`config.mk`:
```
export PLATFORM = sky130hd
export DESIGN_NAME = lz77_window_encoder_top
export DESIGN_NICKNAME = d
export VERILOG_FILES = /design/src/design/lzw_pkg.sv /design/src/design/lzw_cell.sv /design/src/design/lz77_window_encoder_top.sv
export SDC_FILE = /design/constraint.sdc
export NUM_CORES = 1
export LEC_CHECK = 0
export BUFFER_PORTS_ARGS = -buffer_cell sky130_fd_sc_hd__buf_2
export CELL_PAD_IN_SITES_DETAIL_PLACEMENT = 1
export CELL_PAD_IN_SITES_GLOBAL_PLACEMENT = 2
export CORE_AREA = 3 3 190 192
export CTS_BUF_LIST = sky130_fd_sc_hd__clkbuf_16
export CTS_CLUSTER_SIZE = 24
export DETAILED_ROUTE_END_ITERATION = 6
export DIE_AREA = 0 0 193 195
export PLACE_DENSITY_LB_ADDON = 0.1
export SLEW_MARGIN = 15
export SYNTH_ARGS = -nofsm -noshare
export SYNTH_HDL_FRONTEND = slang
export SYNTH_SLANG_ARGS = --single-unit
```
`constraint.sdc`:
```
create_clock -name i_clk -period 3.8 [get_ports i_clk]
set_input_delay 0.19 -clock i_clk [delete_from_list [all_inputs] [get_ports i_clk]]
set_output_delay 0.19 -clock i_clk [all_outputs]
set_load 0.05 [all_outputs]
```
`src/design/lzw_pkg.sv`:
```
// ----------------------------------------------------------------------------
// lzw_pkg: shared types and constants for the LZ77 window encoder
// Word formats on both channels, the controller states and the control
// bundle that drives the row of history/compare cells.
// ----------------------------------------------------------------------------
package lzw_pkg;

    // Default search window depth in bytes
    localparam int WINDOW_DEF = 10;

    // Input word: one raw byte plus end-of-stream mark
    typedef struct packed {
        logic [7:0] in_byte;
        logic       in_last;
    } t_in_word;

    // Output word: one (offset, length, next byte) token
    typedef struct packed {
        logic [3:0] match_offset;
        logic [3:0] match_length;
        logic [7:0] next_byte;
        logic       next_is_end;
        logic       token_last;
    } t_out_word;

    // Controller states
    typedef enum logic [1:0] {
        S_IDLE,
        S_LOAD,
        S_SEARCH
    } t_state;

    // Control bundle broadcast to every cell
    typedef struct packed {
        logic load;   // copy history byte into compare register, arm match flag
        logic step;   // compare against head byte, shift compare and history
    } t_cell_ctl;

endpackage

```
`src/design/lzw_cell.sv`:
```
// ----------------------------------------------------------------------------
// lzw_cell: one window position of the LZ77 encoder
// Holds one history byte and one compare byte. During a search the compare
// bytes slide one place toward the oldest end per cycle while step is set,
// so the cell that started at position p sees history[p+k] on step k and
// keeps a match flag for a candidate starting at p.
// ----------------------------------------------------------------------------
module lzw_cell
    import lzw_pkg::*;
(
    input  logic       i_clk,
    input  logic       i_rst_n,
    input  t_cell_ctl  i_ctl,
    input  logic       i_hist_vld,     // this position holds a valid history byte
    input  logic [7:0] i_hist_in,      // history byte from the newer neighbor
    input  logic [7:0] i_cmp_in,       // compare byte from the newer neighbor
    input  logic       i_cmp_vld_in,
    input  logic [7:0] i_head,         // lookahead byte under test
    output logic [7:0] o_hist,
    output logic [7:0] o_cmp,
    output logic       o_cmp_vld,
    output logic       o_hit
);

    logic [7:0] r_hist;
    logic [7:0] r_cmp;
    logic       r_cmp_vld;
    logic       r_alive;

    // Candidate still matches after this step
    assign o_hit     = r_alive & r_cmp_vld & (r_cmp == i_head);
    assign o_hist    = r_hist;
    assign o_cmp     = r_cmp;
    assign o_cmp_vld = r_cmp_vld;

    // History byte shifts in from the newer side on every coded byte
    always_ff @(posedge i_clk) begin
        if (i_ctl.step) begin
            r_hist <= i_hist_in;
        end
    end

    // Compare byte: snapshot at load, then slide along the row
    always_ff @(posedge i_clk) begin
        if (i_ctl.load) begin
            r_cmp <= r_hist;
        end else if (i_ctl.step) begin
            r_cmp <= i_cmp_in;
        end
    end

    // Match tracking flags
    always_ff @(posedge i_clk) begin
        if (!i_rst_n) begin
            r_cmp_vld <= 1'b0;
            r_alive   <= 1'b0;
        end else if (i_ctl.load) begin
            r_cmp_vld <= i_hist_vld;
            r_alive   <= i_hist_vld;
        end else if (i_ctl.step) begin
            r_cmp_vld <= i_cmp_vld_in;
            r_alive   <= o_hit;
        end
    end

endmodule

```
`src/design/lz77_window_encoder_top.sv`:
```
// ----------------------------------------------------------------------------
// lz77_window_encoder_top: streaming LZ77 encoder over a sliding window
// Buffers up to WINDOW+1 raw bytes and emits (offset, length, next byte)
// tokens found by a row of WINDOW compare cells, longest and oldest first.
//
//   channel | direction | handshake               | word
//   --------+-----------+-------------------------+-------------------------
//   in      | input     | i_in_valid / o_in_stall | i_in_word  (t_in_word)
//   out     | output    | o_out_valid/ i_out_stall| o_out_word (t_out_word)
//
// A byte forming no token only enters the lookahead. A byte forming a token
// is accepted, loaded, then takes length+1 search steps (length for a match
// that ends the stream); each step consumes one lookahead byte through the
// cell row. The final byte repeats load and search until the lookahead is
// empty. Input is stalled outside the idle state. Reset is synchronous,
// active low, and clears the fill counts; window and lookahead contents are
// not cleared. A stalled output register holds the search on its last step.
// ----------------------------------------------------------------------------
module lz77_window_encoder_top
    import lzw_pkg::*;
#(
    parameter int W = WINDOW_DEF
) (
    input  logic      i_clk,
    input  logic      i_rst_n,
    input  logic      i_in_valid,
    output logic      o_in_stall,
    input  t_in_word  i_in_word,
    output logic      o_out_valid,
    input  logic      i_out_stall,
    output t_out_word o_out_word
);

    localparam int LOOK_D = W + 1;
    localparam int LIW    = $clog2(LOOK_D);
    localparam int LFW    = $clog2(LOOK_D + 1);
    localparam int CNTW   = $clog2(W + 1);
    localparam int IDXW   = (W > 1) ? $clog2(W) : 1;

    t_state          r_state, n_state;
    logic [7:0]      r_look [LOOK_D];
    logic [LFW-1:0]  r_lfill;
    logic [CNTW-1:0] r_hfill;
    logic            r_flush;
    logic [CNTW-1:0] r_len;
    logic [CNTW-1:0] r_off;
    t_out_word       r_out, n_out;
    logic            r_out_vld;

    t_cell_ctl       w_ctl;
    logic [7:0]      w_hist [W];
    logic [7:0]      w_cmp  [W];
    logic [W-1:0]    w_cmp_vld;
    logic [W-1:0]    w_hit;
    logic [W-1:0]    w_hv;

    logic            accept;
    logic            any_hit;
    logic [IDXW-1:0] first_hit;
    logic [7:0]      head;
    logic            finish;
    logic            out_free;
    logic            step_go;
    logic            out_load;

    assign o_in_stall  = (r_state != S_IDLE);
    assign accept      = i_in_valid & ~o_in_stall;
    assign o_out_valid = r_out_vld;
    assign o_out_word  = r_out;
    assign head        = r_look[0];

    // Row of window cells, oldest at index 0, newest at W-1
    for (genvar p = 0; p < W; p++) begin : g_cell
        logic [7:0] hist_in;
        logic [7:0] cmp_in;
        logic       cmp_vld_in;

        if (p == W - 1) begin : g_end
            assign hist_in    = head;
            assign cmp_in     = 8'h00;
            assign cmp_vld_in = 1'b0;
        end else begin : g_mid
            assign hist_in    = w_hist[p+1];
            assign cmp_in     = w_cmp[p+1];
            assign cmp_vld_in = w_cmp_vld[p+1];
        end

        // Position holds history once the fill reaches back to it
        assign w_hv[p] = ((p + int'(r_hfill)) >= W);

        lzw_cell u_cell (
            .i_clk        (i_clk),
            .i_rst_n      (i_rst_n),
            .i_ctl        (w_ctl),
            .i_hist_vld   (w_hv[p]),
            .i_hist_in    (hist_in),
            .i_cmp_in     (cmp_in),
            .i_cmp_vld_in (cmp_vld_in),
            .i_head       (head),
            .o_hist       (w_hist[p]),
            .o_cmp        (w_cmp[p]),
            .o_cmp_vld    (w_cmp_vld[p]),
            .o_hit        (w_hit[p])
        );
    end

    // Oldest surviving candidate
    always_comb begin
        first_hit = '0;
        for (int i = W - 1; i >= 0; i--) begin
            if (w_hit[i]) begin
                first_hit = IDXW'(i);
            end
        end
        any_hit = |w_hit;
    end

    // Controller: next state, cell control, token word
    always_comb begin
        n_state  = r_state;
        w_ctl    = '0;
        finish   = ~any_hit | (r_lfill == LFW'(1));
        out_free = ~r_out_vld | ~i_out_stall;
        step_go  = 1'b0;
        out_load = 1'b0;

        n_out.match_offset = any_hit ? 4'(W - int'(first_hit)) : 4'(r_off);
        n_out.match_length = any_hit ? 4'(r_len + CNTW'(1)) : 4'(r_len);
        n_out.next_byte    = any_hit ? 8'h00 : head;
        n_out.next_is_end  = any_hit;
        n_out.token_last   = r_flush & (r_lfill == LFW'(1));

        unique case (r_state)
            S_IDLE: begin
                if (accept && (i_in_word.in_last || (r_lfill == LFW'(W)))) begin
                    n_state = S_LOAD;
                end
            end
            S_LOAD: begin
                w_ctl.load = 1'b1;
                n_state    = S_SEARCH;
            end
            S_SEARCH: begin
                step_go    = ~finish | out_free;
                out_load   = step_go & finish;
                w_ctl.step = step_go;
                if (out_load) begin
                    n_state = (r_flush && (r_lfill != LFW'(1))) ? S_LOAD : S_IDLE;
                end
            end
            default: n_state = S_IDLE;
        endcase
    end

    // State register
    always_ff @(posedge i_clk) begin
        if (!i_rst_n) begin
            r_state <= S_IDLE;
        end else begin
            r_state <= n_state;
        end
    end

    // Lookahead buffer: write at fill, shift out from head on each step
    always_ff @(posedge i_clk) begin
        if (accept) begin
            r_look[r_lfill[LIW-1:0]] <= i_in_word.in_byte;
        end else if (step_go) begin
            for (int i = 0; i < LOOK_D - 1; i++) begin
                r_look[i] <= r_look[i+1];
            end
        end
    end

    // Fill counts and end-of-stream flag
    always_ff @(posedge i_clk) begin
        if (!i_rst_n) begin
            r_lfill <= '0;
            r_hfill <= '0;
            r_flush <= 1'b0;
        end else if (accept) begin
            r_lfill <= r_lfill + LFW'(1);
            r_flush <= i_in_word.in_last;
        end else if (step_go) begin
            r_lfill <= r_lfill - LFW'(1);
            if (out_load && n_out.token_last) begin
                r_hfill <= '0;
                r_flush <= 1'b0;
            end else if (r_hfill != CNTW'(W)) begin
                r_hfill <= r_hfill + CNTW'(1);
            end
        end
    end

    // Running match length and offset of the current token
    always_ff @(posedge i_clk) begin
        if (w_ctl.load) begin
            r_len <= '0;
            r_off <= '0;
        end else if (step_go && any_hit) begin
            r_len <= r_len + CNTW'(1);
            r_off <= CNTW'(W - int'(first_hit));
        end
    end

    // Output register
    always_ff @(posedge i_clk) begin
        if (out_load) begin
            r_out <= n_out;
        end
    end

    always_ff @(posedge i_clk) begin
        if (!i_rst_n) begin
            r_out_vld <= 1'b0;
        end else if (out_load) begin
            r_out_vld <= 1'b1;
        end else if (!i_out_stall) begin
            r_out_vld <= 1'b0;
        end
    end

    // A search never starts or runs on an empty lookahead
    a_search_nonempty: assert property (@(posedge i_clk) disable iff (!i_rst_n)
        (r_state == S_LOAD || r_state == S_SEARCH) |-> (r_lfill != '0))
        else $error("search with empty lookahead");

    // History fill never passes the window depth
    a_hfill_range: assert property (@(posedge i_clk) disable iff (!i_rst_n)
        int'(r_hfill) <= W)
        else $error("history fill out of range");

    // Final token leaves an empty, idle encoder
    a_stream_end: assert property (@(posedge i_clk) disable iff (!i_rst_n)
        (out_load && n_out.token_last) |=>
            (r_state == S_IDLE && r_hfill == '0 && r_lfill == '0 && !r_flush))
        else $error("stream end did not clear state");

    // A token is never written over one still waiting
    a_no_overwrite: assert property (@(posedge i_clk) disable iff (!i_rst_n)
        (r_out_vld && i_out_stall) |-> !out_load)
        else $error("output word overwritten");

    // Lookahead full only right after a byte that forms a token
    a_look_full: assert property (@(posedge i_clk) disable iff (!i_rst_n)
        (r_lfill == LFW'(LOOK_D)) |-> (r_state == S_LOAD || r_state == S_SEARCH))
        else $error("full lookahead while idle");

endmodule

```
# Word level (Yosys, flattened, before mapping)
# Memory sizes are Yosys's and may differ from the RTL's.
# Cells that the tools add are included.
# word_totals
reg_bits	218
ramBits	88
inputBits	13
output_inout_bits	20
elab_cells	240
memories	1
# mem_list
memory	words	width	rd	rd_ports_with_merged_regs	wr	line	rtl
r_look	11	8	11	0	10	lz77_window_encoder_top.sv:41	logic [7:0] r_look [LOOK_D];
# classes
n_addsub	14
n_lt_le_gt_ge	10
n_eq_ne	19
mux	96
bitwise_logic	32
n_reduce_logical	16
# op_table
op	n
$mux 8	21
$eq 8x8->1	10
$mux 4	17
$mux 1	55
$ge 5x4->1 const B	9
$and 1x1->1	23
$add 3x4->5 const A	4
$add 4x1->4 const B	3
$add 2x4->5 const A	2
$add 4x4->5 const A	2
$reduce_bool 2->1	5
$reduce_or 10->1	1
$reduce_or 8->1	1
$not 1->1	6
$pmux 2 s3	1
$add 1x4->5 const A	1
$eq 4x1->1 const B	1
$eq 4x4->1 const B	1
$ge 4x4->1 const B	1
$logic_and 1x1->1	4
$mux 2	2
$ne 2x2->1 const B	2
$ne 4x1->1 const B	1
$ne 4x4->1 const B	1
10 further kinds	13

# Longest topological paths before layout
# An unclocked memory read counts as a cell.
# logic_depth
depth_word	15
ltp_mapped	12
depth_no_buf	10

# Cells and area by module
# From an unflattened synthesis, not the netlist that was laid out.
# unflattened
hier_cells	947
area_unflattened_um2	13543.0
# modules_own_cells
mod	instances	cells_each	area_per_inst_um2	seq_area_each_um2
lzw_cell	10	50	778.2	520.5
lz77_window_encoder_top	1	447	5760.5	3583.4

# Worst setup path before layout
# OpenSTA, ideal clock, no wires.
# synth_timing
kind	flip-flop to flip-flop
from	memory r_look[0][7]
to	register g_cell[0].u_cell.r_cmp[0] (enable)
setup_ns	0.434
t_arrival_ns	3.403
required_time_ns	3.366
path_slack_ns	-0.037
path_stages_with_launch	10
n_path_buf	2
period_less_slack_ns	3.837
cell_sequence	edfxtp_1 > buf_6 > xor2_1 > nor4_2 > nand3_1 > and4b_4 > a31oi_4 > buf_4 > nor2_1 > inv_1
# synth_rtl
item	line	rtl
start, declared	lz77_window_encoder_top.sv:41	
end signal, assigned	lzw_cell.sv:46	r_cmp <= r_hist;
end signal, assigned	lzw_cell.sv:48	r_cmp <= i_cmp_in;
end, declared	lzw_cell.sv:26	logic [7:0] r_cmp;

==> impl_metrics.csv <==
group,metric,value,unit
logic_synthesis,synth_area,13420,um2
logic_synthesis,synth-seq-area-share,65.49,%
clock_network,clk_latency,0.53,ns
floorplan,start_util,38.85,%
clock_network,cts_tree,"built",
grt,grt_pass1_vias,8397,
logic_synthesis,yosys-top-cells-count,"edfxtp_1, nand2_1, a21o_1",
grt,grtUsageTotal,16.99,%
clock_network,cts_buffer_depth,3,
logic_synthesis,synth_nets,1127,
logic_synthesis,synth_area_per_cell,12.22,um2
run,maxCapViolCount,0,
logic_synthesis,synth_cells,1098,
timing,timing.final.ws_setup,0.2613,ns
drt,drc,0,
logic_synthesis,yosysWarnings,0,
cells_and_area,drive_above_1_share,10.58,%
timing,slew_violations,0,
timing,period_needed,3.539,ns
drt,wl_per_cell,19.50,um
critical_path,worstSetupStartpointType,"register",
logic_synthesis,synth.distinct_cells,60,
logic_synthesis,synth_top_area_share,59.52,%
drt,vias,8028,
timing,worst_slew_pin_slew,0.9652,ns
hold_path,hold_class,"input pin to register",
critical_path,critPathBufInv,2,
logic_synthesis,ys.flop_type,"edfxtp_1",
logic_synthesis,synth.most_common_cell,"edfxtp_1",
floorplan,dieArea,37640,um2
timing,min_period_over_period,93.12,%
cells_and_area,multi_input_area,4249,um2
floorplan,num_io_pins,33,
timing,tns,0,ns
critical_path,crit_fanout,44,
hold_path,worstHoldStart,"i_in_valid",
critical_path,slowest_stage,"edfxtp_1",
cells_and_area,nFillCells,3653,
drt,drt-total-wl,31350,um
floorplan,die_h,195,um
timing,max-slew-margin-rel,35.66,%
placement,dpl.hpwl,20370,um
critical_path,end_kind,"register",
critical_path,crit_arrival,3.93,ns
clock_network,cts-resized-gates,0,
grt,grt_pass1_wl,49580,um
critical_path,crit_top_cell,"buf_12",
clock_network,cts-root-buf,"clkbuf_16",
logic_synthesis,yosysTopAreaCell,"edfxtp_1",
hold_path,worstHoldEndpoint,"r_state[0]",
cells_and_area,seq_area,8788,um2
placement,place.gp.congestion,0.7295,
drt,dr.pass1.iters,4,
critical_path,cpPeakStageDelay,0.87,ns
cells_and_area,area_growth,12.62,%
cells_and_area,fin_nets,1160,
floorplan,design.core.area,34540,um2
logic_synthesis,synth_seq_cells,306,
clock_network,clk_pin_slew,0.06,ns
grt,antenna_found_initial,1,
timing,hold_viol,0,
critical_path,ff2ff_path_depth,9,
power_and_ir_drop,cellPowerDensity,470.6,nW/um2
power_and_ir_drop,vdd_ir_drop_max,0.0002730,V
timing,max_freq,282.6,MHz
grt,grt_max_degree,82,
critical_path,path_cells,"xor2_1 -> nor4_1 -> nand3_1 -> and3b_1 -> a31oi_4 -> buf_12 -> buf_12 -> a21boi_0 -> o22ai_1",
placement,io_buffers,32,
critical_path,rr_startpoint,"r_look[0][7]",
critical_path,required,4.19,ns
status,status,"completed",
clock_network,cts_made_buffers,35,
drt,viasPerCell,4.993,
timing,fin_worst_skew,0.01867,ns
critical_path,r2r_slack,0.26,ns
floorplan,die_x,193,um
logic_synthesis,synth_area_leaders,"edfxtp_1, nand2_1, dfxtp_1",
clock_network,cts_sinks,306,
grt,gr-total-overflow,0,
critical_path,r2r-end,"r_hfill[0]",
drt,drtAntennaViolNets,0,
drt,first_iter_violations,449,
floorplan,rows,68,
clock_network,ctsHtreeMaxLevel,2,
cells_and_area,n_antenna_cell,0,
power_and_ir_drop,p_leak,5.928,nW
logic_synthesis,synth-edff-count,266,
timing,finalSetupViolCount,0,
hold_path,hold-path-cell-count,3,
critical_path,path_class,"register to register",
placement,place_ws,0.1226,ns
critical_path,cp_top_family,"simple AND/OR/NAND/NOR gates",
timing,rsz0062_at_grt,"false",
logic_synthesis,synthArstFlopShare,0,%
cells in the final DEF, fill, tap and decap left out, types with 13 or more instances in the layout:
cell / instances
xor2_1: 59
buf_4: 19
clkbuf_16: 35
ha_1: 16
a21o_1: 82
o21ai_0: 19
buf_2: 32
nor3_1: 15
nor2_1: 26
dfxtp_1: 40
and3_1: 17
a21oi_1: 34
xnor2_1: 28
inv_1: 26
nand2_1: 261
edfxtp_1: 266
nand3_1: 23
and2_1: 13
final cells by class:
type	instances	share of cell area [%]
sequential	306	58.15
timing repair buffer	58	2.864
clock buffer	35	5.795
clock inverter	24	0.7865
multi-input combinational	712	28.12
tap	455	3.767
inverter	18	0.5216
flip-flops by register name, indices dropped and copies added, names as in the netlist:
register,cells
r_look,88
g_cell.u_cell.o_cmp,80
g_cell.u_cell.o_hist,80
o_out_word,18
g_cell.u_cell.o_cmp_vld,10
g_cell.u_cell.r_alive,10
r_hfill,4
r_len,4
r_lfill,4
r_off,4
r_state,2
o_out_valid,1
r_flush,1
per-layer routing:
metal | track usage, % | part of all wire (%) | vias up
met5 | 0 | 0 | -
met4 | 4.125 | 1.7 | 0
met3 | 2.944 | 3.7 | 37
met2 | 27.39 | 48 | 110
met1 | 24.01 | 47 | 3932
li1 | - | - | 3949
stage by stage:
step	instances	util, %	area (um2)	hold WS (ns)	power (mW)
3_3_place_gp	1543	40.70	14060	0.4286	4.174
3_5_place_dp	1543	40.70	14060	0.4355	4.180
2_1_floorplan	1098	-	13420	0.3260	4.066
4_1_cts	1603	43.61	15060	0.07771	7.206
5_1_grt	1608	43.75	15110	0.1444	7.399
6_report	1608	43.75	15110	0.1000	7.112
kinds of logic after synthesis:
logic type                 Yosys count  synth area share, %
AOI/OAI and AO/OA                  197                10.23
adders and majority gates           16                1.492
DFF                                306                65.49
muxes                               10               0.7832
buffers and inverters               80                2.984
xor gates and xnor gates            87                5.678
and+or+nand+nor                    402                13.34
worst max-delay path by stage:
stage	endpoint	slack, ns	from	cells after the start
final	r_hfill[0]	0.26	r_look[0][7]	9
after detailed placement	g_cell[5].u_cell.r_alive	0.12	r_look[0][5]	9
after global placement	r_hfill[1]	0.17	r_look[0][5]	9
after floorplan	r_look[2][0]	0.02	r_look[0][7]	10
after CTS	g_cell[1].u_cell.r_alive	0.14	r_look[0][5]	9
after global routing	r_hfill[0]	0.03	r_look[0][7]	9
where the power goes:
group	internal, mW	switching [mW]
clock network	1.67	1.33
registers	3.70	0.0684
logic	0.134	0.199
worst reg2reg max path, delay by kind of cell, from the launching register on:
kind            cells  cell delay, ns
simple gates        3            1.03
compound gates      3            0.85
buf+inv             2            0.46
xor+xnor            1            0.19
flops               1            0.87
what timing repair did:
action | 4_1_cts | 5_1_grt
endpoints found under the hold margin | 1 | 0
setup endpoints to repair | 0 | 91
hold buffers | 1 | 0
setup buffers | 0 | 5
Note: power is estimated with default switching activity, not from simulation.
